[src/design/lfdc_pkg.sv]
`timescale 1ns / 1ps

package lfdc_pkg;

    // Configuration register map
    localparam int CFG_IDX_W = 3;

    typedef enum logic [CFG_IDX_W-1:0] {
        CFG_DETECT_THRESHOLD     = 3'd0,
        CFG_STANDARD_DRIVE       = 3'd1,
        CFG_BOOSTED_DRIVE        = 3'd2,
        CFG_TURN_DRIVE           = 3'd3,
        CFG_LOW_SPEED_THRESHOLD  = 3'd4,
        CFG_HIGH_SPEED_THRESHOLD = 3'd5,
        CFG_STOP_COUNT_LIMIT     = 3'd6,
        CFG_TURN_PULSES          = 3'd7
    } t_cfg_reg;

    // Fixed field widths
    localparam int SPEED_W     = 10;
    localparam int PULSE_W     = 8;
    localparam int TURN_LIM_W  = 10;
    localparam int STOP_LIM_W  = 8;
    localparam int TURN_CNT_W  = 11;
    localparam int NO_LINE_W   = 8;
    localparam int SLOW_CNT_W  = 3;
    localparam int NUM_SENSORS = 6;

    localparam logic [SLOW_CNT_W-1:0] SLOW_RUN_LIMIT = 3'd5;
    localparam logic [TURN_CNT_W-1:0] TURN_CNT_MAX   = 11'd2047;
    localparam logic [NO_LINE_W-1:0]  NO_LINE_MAX    = 8'd255;

    // Reset values of the fixed-width registers
    localparam logic [SPEED_W-1:0]    LOW_SPEED_RST  = 10'd102;
    localparam logic [SPEED_W-1:0]    HIGH_SPEED_RST = 10'd358;
    localparam logic [STOP_LIM_W-1:0] STOP_LIM_RST   = 8'd25;
    localparam logic [TURN_LIM_W-1:0] TURN_LIM_RST   = 10'd310;

    // x*1.15 rounded: x + floor((15x + 50) / 100), the divide by 100 done as
    // a multiply by ceil(2^27 / 100) = 1342178, exact for 15x + 50 < 2^27 / 72.
    localparam int               PCT115_SHIFT = 27;
    localparam int               PCT115_MUL_W = 25;
    localparam logic [24:0]      PCT115_MUL   = 25'd20132670;
    localparam logic [26:0]      PCT115_ADD   = 27'd67108900;

    // x*1.10 rounded: x + floor((x + 5) / 10), divide by 10 as a multiply by
    // ceil(2^19 / 10) = 52429, exact for x + 5 < 2^18.
    localparam int               PCT110_SHIFT = 19;
    localparam int               PCT110_MUL_W = 16;
    localparam logic [15:0]      PCT110_MUL   = 16'd52429;
    localparam logic [18:0]      PCT110_ADD   = 19'd262145;

endpackage

[src/design/line_follow_drive_controller_core.sv]
`timescale 1ns / 1ps

// Line-following drive controller core.
//
// Input stream: one transfer per control tick. tdata carries the six raw
// line-sensor samples, the left wheel speed and the two encoder pulse counts;
// tuser carries the turnaround request. Output stream: one transfer per tick
// with the left and right drive levels (unsigned Q0.10) in tdata and the
// left-reverse and turning flags in tuser.
//
// A tick's result is computed from the input register and lands in the
// output register, from which it leaves when the receiver takes it.
// Throughput is one tick per cycle while the receiver keeps up: an input
// register and a result register bracket a single pass of compare, select
// and two constant multiplies. When the receiver stalls, the result holds
// and the input register fills; tready drops only when both are occupied.
//
// Reset (synchronous, active low) loads the register defaults, sets the base
// drive to the standard level, clears all counters, held levels and the turn
// state and empties both pipeline registers. Configuration writes are
// registered directly and are meant for an idle pipeline.
module line_follow_drive_controller_core
    import lfdc_pkg::*;
#(
    parameter int ADC_BITS   = 12,
    parameter int DRIVE_BITS = 10,
    localparam int IN_W       = NUM_SENSORS * ADC_BITS + SPEED_W + 2 * PULSE_W,
    localparam int IN_TDATA_W = ((IN_W + 7) / 8) * 8,
    localparam int OUT_W      = 2 * DRIVE_BITS,
    localparam int OUT_TDATA_W = ((OUT_W + 7) / 8) * 8,
    localparam int CFG_W_A    = (ADC_BITS > DRIVE_BITS) ? ADC_BITS : DRIVE_BITS,
    localparam int CFG_W      = (CFG_W_A > SPEED_W) ? CFG_W_A : SPEED_W
) (
    input  logic                   i_clk,
    input  logic                   i_rst_n,

    // configuration write port
    input  logic                   i_cfg_we,
    input  logic [CFG_IDX_W-1:0]   i_cfg_index,
    input  logic [CFG_W-1:0]       i_cfg_wdata,

    // tick input
    input  logic                   i_s_axis_tvalid,
    output logic                   o_s_axis_tready,
    // sensor_one .. sensor_six, left_speed, left_pulses, right_pulses, zero pad
    input  logic [IN_TDATA_W-1:0]  i_s_axis_tdata,
    // turn_request
    input  logic [0:0]             i_s_axis_tuser,

    // drive output
    output logic                   o_m_axis_tvalid,
    input  logic                   i_m_axis_tready,
    // left_drive, right_drive, zero pad
    output logic [OUT_TDATA_W-1:0] o_m_axis_tdata,
    // left_reverse, turning
    output logic [1:0]             o_m_axis_tuser
);

    localparam logic [ADC_BITS-1:0]   DETECT_RST = ADC_BITS'(819);
    localparam logic [DRIVE_BITS-1:0] STD_RST    = DRIVE_BITS'(410);
    localparam logic [DRIVE_BITS-1:0] BOOST_RST  = DRIVE_BITS'(614);
    localparam logic [DRIVE_BITS-1:0] TURN_RST   = DRIVE_BITS'(307);
    localparam logic [DRIVE_BITS-1:0] DRIVE_MAX  = '1;
    localparam int P115_W = DRIVE_BITS + PCT115_MUL_W + 2;
    localparam int P110_W = DRIVE_BITS + PCT110_MUL_W + 2;
    localparam int SPD_LSB = NUM_SENSORS * ADC_BITS;
    localparam int LP_LSB  = SPD_LSB + SPEED_W;
    localparam int RP_LSB  = LP_LSB + PULSE_W;

    // ---------------------------------------------------------------
    // Configuration registers
    // ---------------------------------------------------------------
    logic [ADC_BITS-1:0]   r_detect_thr;
    logic [DRIVE_BITS-1:0] r_std_drive;
    logic [DRIVE_BITS-1:0] r_boost_drive;
    logic [DRIVE_BITS-1:0] r_turn_drive;
    logic [SPEED_W-1:0]    r_low_thr;
    logic [SPEED_W-1:0]    r_high_thr;
    logic [STOP_LIM_W-1:0] r_stop_lim;
    logic [TURN_LIM_W-1:0] r_turn_lim;

    always_ff @(posedge i_clk) begin
        if (!i_rst_n) begin
            r_detect_thr  <= DETECT_RST;
            r_std_drive   <= STD_RST;
            r_boost_drive <= BOOST_RST;
            r_turn_drive  <= TURN_RST;
            r_low_thr     <= LOW_SPEED_RST;
            r_high_thr    <= HIGH_SPEED_RST;
            r_stop_lim    <= STOP_LIM_RST;
            r_turn_lim    <= TURN_LIM_RST;
        end else if (i_cfg_we) begin
            case (i_cfg_index)
                CFG_DETECT_THRESHOLD:     r_detect_thr  <= i_cfg_wdata[ADC_BITS-1:0];
                CFG_STANDARD_DRIVE:       r_std_drive   <= i_cfg_wdata[DRIVE_BITS-1:0];
                CFG_BOOSTED_DRIVE:        r_boost_drive <= i_cfg_wdata[DRIVE_BITS-1:0];
                CFG_TURN_DRIVE:           r_turn_drive  <= i_cfg_wdata[DRIVE_BITS-1:0];
                CFG_LOW_SPEED_THRESHOLD:  r_low_thr     <= i_cfg_wdata[SPEED_W-1:0];
                CFG_HIGH_SPEED_THRESHOLD: r_high_thr    <= i_cfg_wdata[SPEED_W-1:0];
                CFG_STOP_COUNT_LIMIT:     r_stop_lim    <= i_cfg_wdata[STOP_LIM_W-1:0];
                CFG_TURN_PULSES:          r_turn_lim    <= i_cfg_wdata[TURN_LIM_W-1:0];
                default: ;
            endcase
        end
    end

    // ---------------------------------------------------------------
    // Handshake: input register feeds the result register whenever the
    // result slot is empty or being drained this cycle.
    // ---------------------------------------------------------------
    logic r_in_valid;
    logic r_out_valid;
    logic advance;

    assign advance         = r_in_valid && (!r_out_valid || i_m_axis_tready);
    assign o_s_axis_tready = !r_in_valid || advance;

    // input register (payload needs no reset)
    logic [ADC_BITS-1:0] r_sensor [NUM_SENSORS];
    logic                r_in_req;
    logic [SPEED_W-1:0]  r_in_speed;
    logic [PULSE_W-1:0]  r_in_lp;
    logic [PULSE_W-1:0]  r_in_rp;

    always_ff @(posedge i_clk) begin
        if (!i_rst_n) begin
            r_in_valid <= 1'b0;
        end else if (o_s_axis_tready) begin
            r_in_valid <= i_s_axis_tvalid;
        end
    end

    always_ff @(posedge i_clk) begin
        if (o_s_axis_tready && i_s_axis_tvalid) begin
            for (int i = 0; i < NUM_SENSORS; i++) begin
                r_sensor[i] <= i_s_axis_tdata[i*ADC_BITS +: ADC_BITS];
            end
            r_in_req   <= i_s_axis_tuser[0];
            r_in_speed <= i_s_axis_tdata[SPD_LSB +: SPEED_W];
            r_in_lp    <= i_s_axis_tdata[LP_LSB +: PULSE_W];
            r_in_rp    <= i_s_axis_tdata[RP_LSB +: PULSE_W];
        end
    end

    // ---------------------------------------------------------------
    // Controller state
    // ---------------------------------------------------------------
    logic [DRIVE_BITS-1:0] r_base,      n_base;
    logic                  r_boosted,   n_boosted;
    logic                  r_reduced,   n_reduced;
    logic [SLOW_CNT_W-1:0] r_slow_cnt,  n_slow_cnt;
    logic [NO_LINE_W-1:0]  r_nl_cnt,    n_nl_cnt;
    logic [DRIVE_BITS-1:0] r_left_lvl,  n_left_lvl;
    logic [DRIVE_BITS-1:0] r_right_lvl, n_right_lvl;
    logic                  r_turn,      n_turn;
    logic [TURN_CNT_W-1:0] r_lcnt,      n_lcnt;
    logic [TURN_CNT_W-1:0] r_rcnt,      n_rcnt;

    // line detection: inverted sample above threshold, i.e. ~s > thr
    logic [NUM_SENSORS-1:0] seen;

    always_comb begin
        for (int i = 0; i < NUM_SENSORS; i++) begin
            seen[i] = (~r_sensor[i]) > r_detect_thr;
        end
    end

    // speed hysteresis, applied on a tick that reaches normal control
    logic [DRIVE_BITS-1:0] spd_base;
    logic                  spd_boosted;
    logic                  spd_reduced;
    logic [SLOW_CNT_W-1:0] spd_slow;

    always_comb begin
        spd_base    = r_base;
        spd_boosted = r_boosted;
        spd_reduced = r_reduced;
        spd_slow    = r_slow_cnt;
        if (r_in_speed < r_low_thr && !r_boosted) begin
            if (r_slow_cnt > SLOW_RUN_LIMIT) begin
                spd_base    = r_boost_drive;
                spd_boosted = 1'b1;
                spd_reduced = 1'b0;
                spd_slow    = '0;
            end else begin
                spd_slow = r_slow_cnt + 1'b1;
            end
        end else if (r_in_speed > r_high_thr && !r_reduced) begin
            spd_base    = r_std_drive;
            spd_boosted = 1'b0;
            spd_reduced = 1'b1;
        end
    end

    // base drive x1.15, x1.10 rounded to nearest, standard x2 and /2, saturated
    logic [P115_W-1:0]     prod115;
    logic [P110_W-1:0]     prod110;
    logic [DRIVE_BITS:0]   sum115;
    logic [DRIVE_BITS:0]   sum110;
    logic [DRIVE_BITS-1:0] base_x115;
    logic [DRIVE_BITS-1:0] base_x110;
    logic [DRIVE_BITS-1:0] std_x2;
    logic [DRIVE_BITS-1:0] std_half;

    assign prod115 = P115_W'(spd_base) * P115_W'(PCT115_MUL) + P115_W'(PCT115_ADD);
    assign prod110 = P110_W'(spd_base) * P110_W'(PCT110_MUL) + P110_W'(PCT110_ADD);
    assign sum115  = {1'b0, spd_base} + (DRIVE_BITS + 1)'(prod115 >> PCT115_SHIFT);
    assign sum110  = {1'b0, spd_base} + (DRIVE_BITS + 1)'(prod110 >> PCT110_SHIFT);
    assign base_x115 = sum115[DRIVE_BITS] ? DRIVE_MAX : sum115[DRIVE_BITS-1:0];
    assign base_x110 = sum110[DRIVE_BITS] ? DRIVE_MAX : sum110[DRIVE_BITS-1:0];
    assign std_x2    = r_std_drive[DRIVE_BITS-1] ? DRIVE_MAX
                                                 : {r_std_drive[DRIVE_BITS-2:0], 1'b0};
    assign std_half  = r_std_drive >> 1;

    function automatic logic [TURN_CNT_W-1:0] count_add(
        input logic [TURN_CNT_W-1:0] cnt,
        input logic [PULSE_W-1:0]    pulses
    );
        logic [TURN_CNT_W:0] sum;
        sum = {1'b0, cnt} + (TURN_CNT_W + 1)'(pulses);
        return sum[TURN_CNT_W] ? TURN_CNT_MAX : sum[TURN_CNT_W-1:0];
    endfunction

    // result of this tick
    logic [DRIVE_BITS-1:0] res_left;
    logic [DRIVE_BITS-1:0] res_right;
    logic                  res_turning;
    logic                  left_run;
    logic                  right_run;
    logic                  normal;

    always_comb begin
        n_base      = r_base;
        n_boosted   = r_boosted;
        n_reduced   = r_reduced;
        n_slow_cnt  = r_slow_cnt;
        n_nl_cnt    = r_nl_cnt;
        n_left_lvl  = r_left_lvl;
        n_right_lvl = r_right_lvl;
        n_turn      = r_turn;
        n_lcnt      = r_lcnt;
        n_rcnt      = r_rcnt;
        res_turning = 1'b0;
        normal      = 1'b1;
        left_run    = 1'b0;
        right_run   = 1'b0;

        // turnaround: count pulses on later ticks, restart counts on the first
        if (r_turn || r_in_req) begin
            if (r_turn) begin
                n_lcnt = count_add(r_lcnt, r_in_lp);
                n_rcnt = count_add(r_rcnt, r_in_rp);
            end else begin
                n_turn = 1'b1;
                n_lcnt = '0;
                n_rcnt = '0;
            end
            left_run  = n_lcnt < TURN_CNT_W'(r_turn_lim);
            right_run = n_rcnt < TURN_CNT_W'(r_turn_lim);
            if (left_run || right_run) begin
                res_turning = 1'b1;
                normal      = 1'b0;
            end else begin
                // turn finished: drop held levels, carry on with normal control
                n_turn      = 1'b0;
                n_left_lvl  = '0;
                n_right_lvl = '0;
            end
        end

        if (normal) begin
            n_base     = spd_base;
            n_boosted  = spd_boosted;
            n_reduced  = spd_reduced;
            n_slow_cnt = spd_slow;

            if (seen == '0) begin
                if (r_nl_cnt > r_stop_lim) begin
                    n_left_lvl  = '0;
                    n_right_lvl = '0;
                    n_nl_cnt    = '0;
                end else if (r_nl_cnt < NO_LINE_MAX) begin
                    n_nl_cnt = r_nl_cnt + 1'b1;
                end
            end else if (seen[4]) begin
                n_base      = r_std_drive;
                n_left_lvl  = std_x2;
                n_right_lvl = std_half;
            end else if (seen[5]) begin
                n_base      = r_std_drive;
                n_left_lvl  = std_half;
                n_right_lvl = std_x2;
            end else if (seen[2]) begin
                n_left_lvl  = base_x115;
                n_right_lvl = spd_base;
            end else if (seen[3]) begin
                n_left_lvl  = spd_base;
                n_right_lvl = base_x115;
            end else if (seen[0] && seen[1]) begin
                n_left_lvl  = spd_base;
                n_right_lvl = spd_base;
            end else if (seen[1]) begin
                n_left_lvl  = spd_base;
                n_right_lvl = base_x110;
                n_nl_cnt    = '0;
            end else begin
                n_left_lvl  = base_x110;
                n_right_lvl = spd_base;
                n_nl_cnt    = '0;
            end
        end
    end

    always_comb begin
        if (res_turning) begin
            res_left  = left_run  ? r_turn_drive : '0;
            res_right = right_run ? r_turn_drive : '0;
        end else begin
            res_left  = n_left_lvl;
            res_right = n_right_lvl;
        end
    end

    // advance state only when the tick moves into the result register
    always_ff @(posedge i_clk) begin
        if (!i_rst_n) begin
            r_base      <= STD_RST;
            r_boosted   <= 1'b0;
            r_reduced   <= 1'b0;
            r_slow_cnt  <= '0;
            r_nl_cnt    <= '0;
            r_left_lvl  <= '0;
            r_right_lvl <= '0;
            r_turn      <= 1'b0;
            r_lcnt      <= '0;
            r_rcnt      <= '0;
        end else if (advance) begin
            r_base      <= n_base;
            r_boosted   <= n_boosted;
            r_reduced   <= n_reduced;
            r_slow_cnt  <= n_slow_cnt;
            r_nl_cnt    <= n_nl_cnt;
            r_left_lvl  <= n_left_lvl;
            r_right_lvl <= n_right_lvl;
            r_turn      <= n_turn;
            r_lcnt      <= n_lcnt;
            r_rcnt      <= n_rcnt;
        end
    end

    // ---------------------------------------------------------------
    // Result register
    // ---------------------------------------------------------------
    logic [DRIVE_BITS-1:0] r_out_left;
    logic [DRIVE_BITS-1:0] r_out_right;
    logic                  r_out_turning;

    always_ff @(posedge i_clk) begin
        if (!i_rst_n) begin
            r_out_valid <= 1'b0;
        end else if (advance) begin
            r_out_valid <= 1'b1;
        end else if (i_m_axis_tready) begin
            r_out_valid <= 1'b0;
        end
    end

    always_ff @(posedge i_clk) begin
        if (advance) begin
            r_out_left    <= res_left;
            r_out_right   <= res_right;
            r_out_turning <= res_turning;
        end
    end

    assign o_m_axis_tvalid = r_out_valid;
    assign o_m_axis_tdata  = OUT_TDATA_W'({r_out_right, r_out_left});
    // the left wheel runs backward exactly while turning
    assign o_m_axis_tuser  = {r_out_turning, r_out_turning};

    // ---------------------------------------------------------------
    // Assertions
    // ---------------------------------------------------------------
    a_advance_fills_output: assert property (
        @(posedge i_clk) disable iff (!i_rst_n)
        advance |=> r_out_valid
    ) else $error("tick advanced but no result registered");

    a_stall_holds_input: assert property (
        @(posedge i_clk) disable iff (!i_rst_n)
        r_in_valid && !advance |=> r_in_valid && $stable(r_in_speed)
    ) else $error("stalled tick lost from input register");

    a_flags_exclusive: assert property (
        @(posedge i_clk) disable iff (!i_rst_n)
        !(r_boosted && r_reduced)
    ) else $error("boosted and reduced set together");

    a_slow_count_range: assert property (
        @(posedge i_clk) disable iff (!i_rst_n)
        r_slow_cnt <= SLOW_RUN_LIMIT + 3'd1
    ) else $error("slow tick count ran past its limit");

    a_turn_result_on_turn: assert property (
        @(posedge i_clk) disable iff (!i_rst_n)
        advance && res_turning |=> r_turn
    ) else $error("turn result without turn state");

endmodule

[config.mk]
export PLATFORM = sky130hd
export DESIGN_NAME = line_follow_drive_controller_core
export DESIGN_NICKNAME = d
export VERILOG_FILES = /design/src/design/lfdc_pkg.sv /design/src/design/line_follow_drive_controller_core.sv
export SDC_FILE = /design/constraint.sdc
export NUM_CORES = 1
export LEC_CHECK = 0
export BUFFER_PORTS_ARGS = -buffer_cell sky130_fd_sc_hd__buf_2
export CELL_PAD_IN_SITES_DETAIL_PLACEMENT = 1
export CELL_PAD_IN_SITES_GLOBAL_PLACEMENT = 1
export CORE_MARGIN = 2
export CORE_UTILIZATION = 43
export DETAILED_ROUTE_END_ITERATION = 8
export PLACE_DENSITY = 0.9
export SYNTH_ARGS = -nofsm -noshare
export SYNTH_HDL_FRONTEND = slang
export SYNTH_SLANG_ARGS = --single-unit
[constraint.sdc]
create_clock -name i_clk -period 9.6 [get_ports i_clk]
set_input_delay 0.96 -clock i_clk [delete_from_list [all_inputs] [get_ports i_clk]]
set_output_delay 0.96 -clock i_clk [all_outputs]
set_load 0.005 [all_outputs]
==> results of run 1 <==
area by class of cell:
cell class	instances	area (sq um)
fillers	5434	21700
multi-input cells	1686	13800
flip-flops and latches	268	6570
repair buffers	443	3020
inverters	268	1010
clock buffers	39	783
well taps	615	769
clock inverters	10	57.6
repair_timing:
item                                    in CTS  in global routing
setup buffers                               36                 12
pin swaps                                   67                 64
hold buffers                                 0                  0
gates resized for setup                    141                 48
endpoints found under the setup margin      40                 40
through the flow:
stage / area, sq um / hold WS [ns] / setup WS (ns) / utilization
after global routing: 26000 / 0.484 / -1.27 / 0.545
after floorplan: 20800 / 0.432 / 0.00267 / -
after CTS: 25800 / 0.464 / -0.618 / 0.540
final: 26000 / 0.459 / -0.976 / 0.545
after global placement: 24000 / 0.444 / -0.828 / 0.502
after detailed placement: 24000 / 0.451 / -1.29 / 0.502
path summary, 6_finish.rpt:
kind                                     from              to  slack [ns]
worst max-delay path            r_in_speed[8]  r_out_right[0]       -0.98
worst min-delay path            r_stop_lim[1]   r_stop_lim[1]        0.46
worst max register to register  r_in_speed[8]  r_out_right[0]       -0.98
worst min register to register  r_stop_lim[1]   r_stop_lim[1]        0.46
logic make-up after synthesis:
logic type / after synthesis / share of synthesized area
DFF: 268 / 0.316
AOI/OAI and AO/OA: 593 / 0.192
other: 1 / 0.000181
adders and majority gates: 379 / 0.256
and+or+nand+nor: 642 / 0.142
muxes: 16 / 0.00783
xor gates and xnor gates: 52 / 0.0219
buffers and inverters: 350 / 0.0650
layer usage:
| layer | vias to the layer above | global-route usage | wire (um) |
|---|---|---|---|
| li1 | 9012 | - | - |
| met1 | 10000 | 0.354 | 30300 |
| met2 | 830 | 0.577 | 40900 |
| met3 | 328 | 0.0412 | 4430 |
| met4 | 0 | 0.187 | 5170 |
| met5 | - | 0 | 0 |
sequential cells by signal (all words and copies together), names as in the netlist, 3 cells and up:
name,count
r_base,10
r_boost_drive,10
r_detect_thr,12
r_high_thr,10
r_in_lp,8
r_in_rp,8
r_in_speed,10
r_lcnt,11
r_left_lvl,10
r_low_thr,10
r_nl_cnt,8
r_out_left,10
r_out_right,10
r_rcnt,11
r_right_lvl,10
r_sensor,72
r_slow_cnt,3
r_std_drive,10
r_stop_lim,8
r_turn_drive,10
r_turn_lim,10
cells in the mapped netlist, drive strengths merged (11+ instances only):
master  instances  area (sq um)
nor3           34           180
o21ai          91           455
nor4           15          93.8
a21oi         174           886
o31ai          11          82.6
xnor2          38           333
nand2b         15          93.8
a31oi          16           100
nand3          53           265
and3           13          81.3
nand2         260           976
o21bai         12          90.1
a211oi         36           270
a22oi          13          97.6
o211ai         44           335
fa             76          1520
or3            21           131
nor2          148           556
a21o           47           353
nand4          26           163
dfxtp         148          2960
ha            303          3790
o21a           32           240
inv           268          1010
nor2b          21           131
clkbuf         71           277
xor2           14           123
edfxtp        120          3600
buf            11          67.6
mux2i          14           140
worst reg2reg max path: cells and delay by family, from the launching register on:
kind                       cells  cell delay, ns
adders and majority gates      8            3.55
AOI/OAI and AO/OA             16            3.21
and+or+nand+nor                8            1.60
buffers and inverters         12            1.32
DFF                            1            0.48
xor gates and xnor gates       1            0.15
==> qor.yml, run 1 <==
die:
  die_h_um: 224
  num_rows: 80
  fp.dieW_um: 224
  start_util: 0.435
  pin_count: 153
  die_area_sq_mm: 0.0501
  coreArea_sq_mm: 0.0477
clock_network:
  cts_buffers: 27
  root_buffer: "clkbuf_16"
  insertion_delay_ns: 0.56
  cts.path.max_buffers: 3
  cts_max_level: 1
  cts.sinks: 268
  path_clk_slew_ns: 0.06
  cts_tree: "done"
routing:
  vias: 20200
  drt_first_pass_iters: 6
  wl_per_cell_um: 24.3
  wl_um: 80800
  drc: 0
  drt_iter0_drc: 1423
  postRouteAntennaNets: 0
  viasPerCell: 6.07
status:
  violations: "setup timing"
  outcome: "finished with violations"
cells_and_area:
  stdcell_count: 3329
  drive_gt1_frac: 0.236
  layout.cells.most_common_list: "289 x ha_1, 289 x buf_4, 259 x inv_1"
  area_growth_pct: 25.3
  antenna_cells: 0
  nets: 3198
sta:
  fin_skew_ns: 0.0112
  clock.fmax_ghz: 0.0946
  hold_violations: 0
  period_needed_ns: 10.58
  layout_setup_ws_ns: -0.976
  slew_violations: 0
  tightest_slew_ns: 1.38
  rsz0062_at_grt: "yes"
  tns_ns: -31.56
  max_slew_margin: 0.0768
  fin_crit_sh: 1.10
  setup_viol: 40
setup_path:
  cp-end-kind: "flop"
  r2r_cells: 45
  critPathKind: "flop to flop"
  cp-start-kind: "flop"
  critical-path-top-delay-family: "adder cells"
  crit_top_cell: "fa_1"
  slowest_delay_ns: 0.55
  cp.buffers_inverters: 12
  worstPathRequired_ns: 9.90
  cp.arrival_ns: 10.88
  crit_cells: 45
  path_max_fanout: 7
  slowest_stage: "fa_1"
yosys:
  yosys_most_used_dff: "dfxtp_1"
  ys_ff_latch: 268
  ys_seq_area_frac: 0.316
  post_synth.cell_area_avg_sq_um: 9.03
  syn_inst: 2301
  ys_types: 83
  synth_warnings: 0
  synthArstFlopShare: 0
  synth-edff-count: 120
  syn-cell-area_sq_mm: 0.0208
global_routing:
  antenna_found_initial: 0
  grt_pass1_wl_um: 124000
  grt_pass1_vias: 22300
  grt_max_degree: 83
  grt_use_total: 0.317
  gr-total-overflow: 0
hold_path:
  hold_class: "flop to flop"
  hold_depth: 2
placed_design:
  dpl.cell_count: 3242
  hpwl_um: 59000
  gp_congestion: 0.986
  port_buffers: 142
flow_run:
  cap_violations: 0
Power of run 1 is not shown: default switching activity piles up to over one toggle a cycle in this logic, so the estimate is an artifact.
==> inputs of run 2 (changes only) <==
Settings changed: CELL_PAD_IN_SITES_GLOBAL_PLACEMENT 1 to 2, CORE_UTILIZATION 43 to 35.
==> run 2 against run 1 <==
Clock skew about the same. Global-route usage is 7.7 points lower. The run still ends with setup timing left. Final cell count is 5.1% higher. Highest routed layer unchanged. Fmax rose by 5.3%.
==> qor.yml, run 2 (synthesized netlist as in run 1, its figures left out) <==
clock_network:
  cts_tree: "done"  # unchanged
  cts-hold-fix-buffers: 0  # unchanged
  root_buffer: "clkbuf_16"  # unchanged
  cts.sinks: 268  # unchanged
  path_clk_slew_ns: 0.06  # about the same
  cts_buffers: 30  # was 27
  cts_max_level: 1  # unchanged
  insertion_delay_ns: 0.58  # was 0.56 ns
  cts.path.max_buffers: 3  # unchanged
setup_path:
  r2r_cells: 42  # was 45
  critPathKind: "flop to flop"  # unchanged
  worstPathRequired_ns: 9.92  # was 9.90 ns
  cp-end-kind: "flop"  # unchanged
  slowest_stage: "fa_1"  # unchanged
  rrSetupSlack_ns: -0.45  # was -0.98 ns
  reg2reg_to: "r_out_right[0]"  # unchanged
  endpoint: "r_out_right[0]"  # unchanged
  r2r-start: "r_in_speed[7]"  # was r_in_speed[8]
  cp-start-kind: "flop"  # unchanged
  path_max_fanout: 6  # was 7
  cp.arrival_ns: 10.37  # was 10.88 ns
  slowest_delay_ns: 0.51  # was 0.55 ns
  worstSetupStartpoint: "r_in_speed[7]"  # was r_in_speed[8]
hold_path:
  hp-start: "r_detect_thr[11]"  # was r_stop_lim[1]
  hold_class: "flop to flop"  # unchanged
cells_and_area:
  largest_reg_flops: 72  # unchanged
  nets: 3207  # was 3198
  regMostFlops: "r_sensor"  # unchanged
  reg_top3: "r_sensor: 72 flops, r_detect_thr: 12 flops"  # unchanged
  stdcell_count: 3500  # was 3329
  mostFrequentLayoutCell: "buf_4"
  area_growth_pct: 29.0  # was 25.3%
  fill_cells: 6807  # was 5434
  antenna_cells: 0  # unchanged
  drive_gt1_frac: 0.252  # was 0.236
  layout.cells.most_common_list: "287 x buf_4, 280 x ha_1, 257 x inv_1, 257 x nand2_1, 156 x a21oi_1"  # was 289 x ha_1, 289 x buf_4, 259 x inv_1
placed_design:
  port_buffers: 142  # unchanged
  hpwl_um: 56900  # was 59000 um
  dpl.cell_count: 3405  # was 3242
  gp_congestion: 0.919  # was 0.986
routing:
  wl_per_cell_um: 21.4  # was 24.3 um
  wl_um: 74800  # was 80800 um
  drc: 0  # unchanged
  postRouteAntennaNets: 0  # unchanged
  drt_first_pass_iters: 5  # was 6
  vias: 19300  # was 20200
  viasPerCell: 5.51  # was 6.07
  drt_iter0_drc: 1076  # was 1423
sta:
  max_slew_margin: 0.0512  # was 0.0768
  slew_violations: 0  # unchanged
  tightest_slew_ns: 1.40  # was 1.38 ns
  rsz0062_at_grt: "yes"  # unchanged
  period_needed_ns: 10.05  # was 10.58 ns
  hold_violations: 0  # unchanged
  layout_setup_ws_ns: -0.445  # was -0.976 ns
  clock.fmax_ghz: 0.0995  # was 0.0946 GHz
  fin_skew_ns: 0.0112  # about the same
  setup_viol: 40  # unchanged
  fin_crit_sh: 1.05  # was 1.10
status:
  outcome: "finished with violations"  # unchanged
  violations: "setup timing"  # unchanged
global_routing:
  grt_pass1_wl_um: 116000  # was 124000 um
  grt_pass1_vias: 20900  # was 22300
  grt_use_total: 0.240  # was 0.317
  grt_max_degree: 75  # was 83
  gr-total-overflow: 0  # unchanged
  antenna_found_initial: 0  # unchanged
die:
  pin_count: 153  # unchanged
  fp.dieW_um: 248  # was 224 um
  die_h_um: 248  # was 224 um
  num_rows: 89  # was 80
  start_util: 0.353  # was 0.435
  coreArea_sq_mm: 0.0588  # was 0.0477 sq mm
  die_area_sq_mm: 0.0613  # was 0.0501 sq mm
flow_run:
  cap_violations: 0  # unchanged
-- run 2: worst min-delay path by stage --
stage               cells past startpoint               end  slack (ns)
detailed placement                      2  r_detect_thr[11]        0.45
floorplan                               2      r_low_thr[0]        0.43
global placement                        2     r_left_lvl[2]        0.44
CTS                                     2  r_detect_thr[11]        0.46
finish                                  2  r_detect_thr[11]        0.46
global route                            2         r_lcnt[6]        0.48
-- run 2: metrics by stage --
step,setup TNS [ns],util,setup slack [ns],cell area (sq um),hold WS (ns)
after floorplan,0,-,0.00267,20800,0.432
after global placement,-23.52,0.411,-0.868,24200,0.441
after detailed placement,-34.59,0.411,-1.25,24200,0.450
after CTS,-4.96,0.447,-0.286,26300,0.459
after global routing,-27.17,0.456,-0.832,26800,0.480
final,-11.32,0.456,-0.445,26800,0.458
-- run 2: area by class of cell --
class | instances | area [sq um] | area share
Multi-Input combinational cell | 1686 | 14000 | 0.524
Inverter | 268 | 1010 | 0.0376
Clock buffer | 40 | 870 | 0.0325
Sequential cell | 268 | 6570 | 0.245
Tap cell | 773 | 967 | 0.0361
Clock inverter | 16 | 246 | 0.00920
Timing Repair Buffer | 449 | 3100 | 0.116
-- run 2: timing repair --
| item | in CTS | in global routing |
|---|---|---|
| gates resized for setup | 172 | 74 |
| hold endpoints to repair | 0 | 0 |
| setup endpoints to repair | 40 | 40 |
| setup buffers | 31 | 16 |
| pin swaps | 98 | 89 |
-- run 2: worst max-delay path, delay by kind of cell, from the launching register on --
family / cells / cell delay (ns)
adder cells (fa/ha/maj): 8 / 3.07
buffers and inverters: 9 / 1.21
AO/OA/AOI/OAI: 19 / 4.21
flip-flops: 1 / 0.44
XOR/XNOR: 2 / 0.36
AND/OR/NAND/NOR: 4 / 0.46
-- run 2: layer usage --
layer	global-route usage	vias to the layer above	part of all wire
met5	0	-	0
met4	0.0805	0	0.034
met3	0.0189	135	0.034
met2	0.440	405	0.51
met1	0.296	9701	0.42
li1	-	9029	-
Power of run 2 is left out for the same reason.
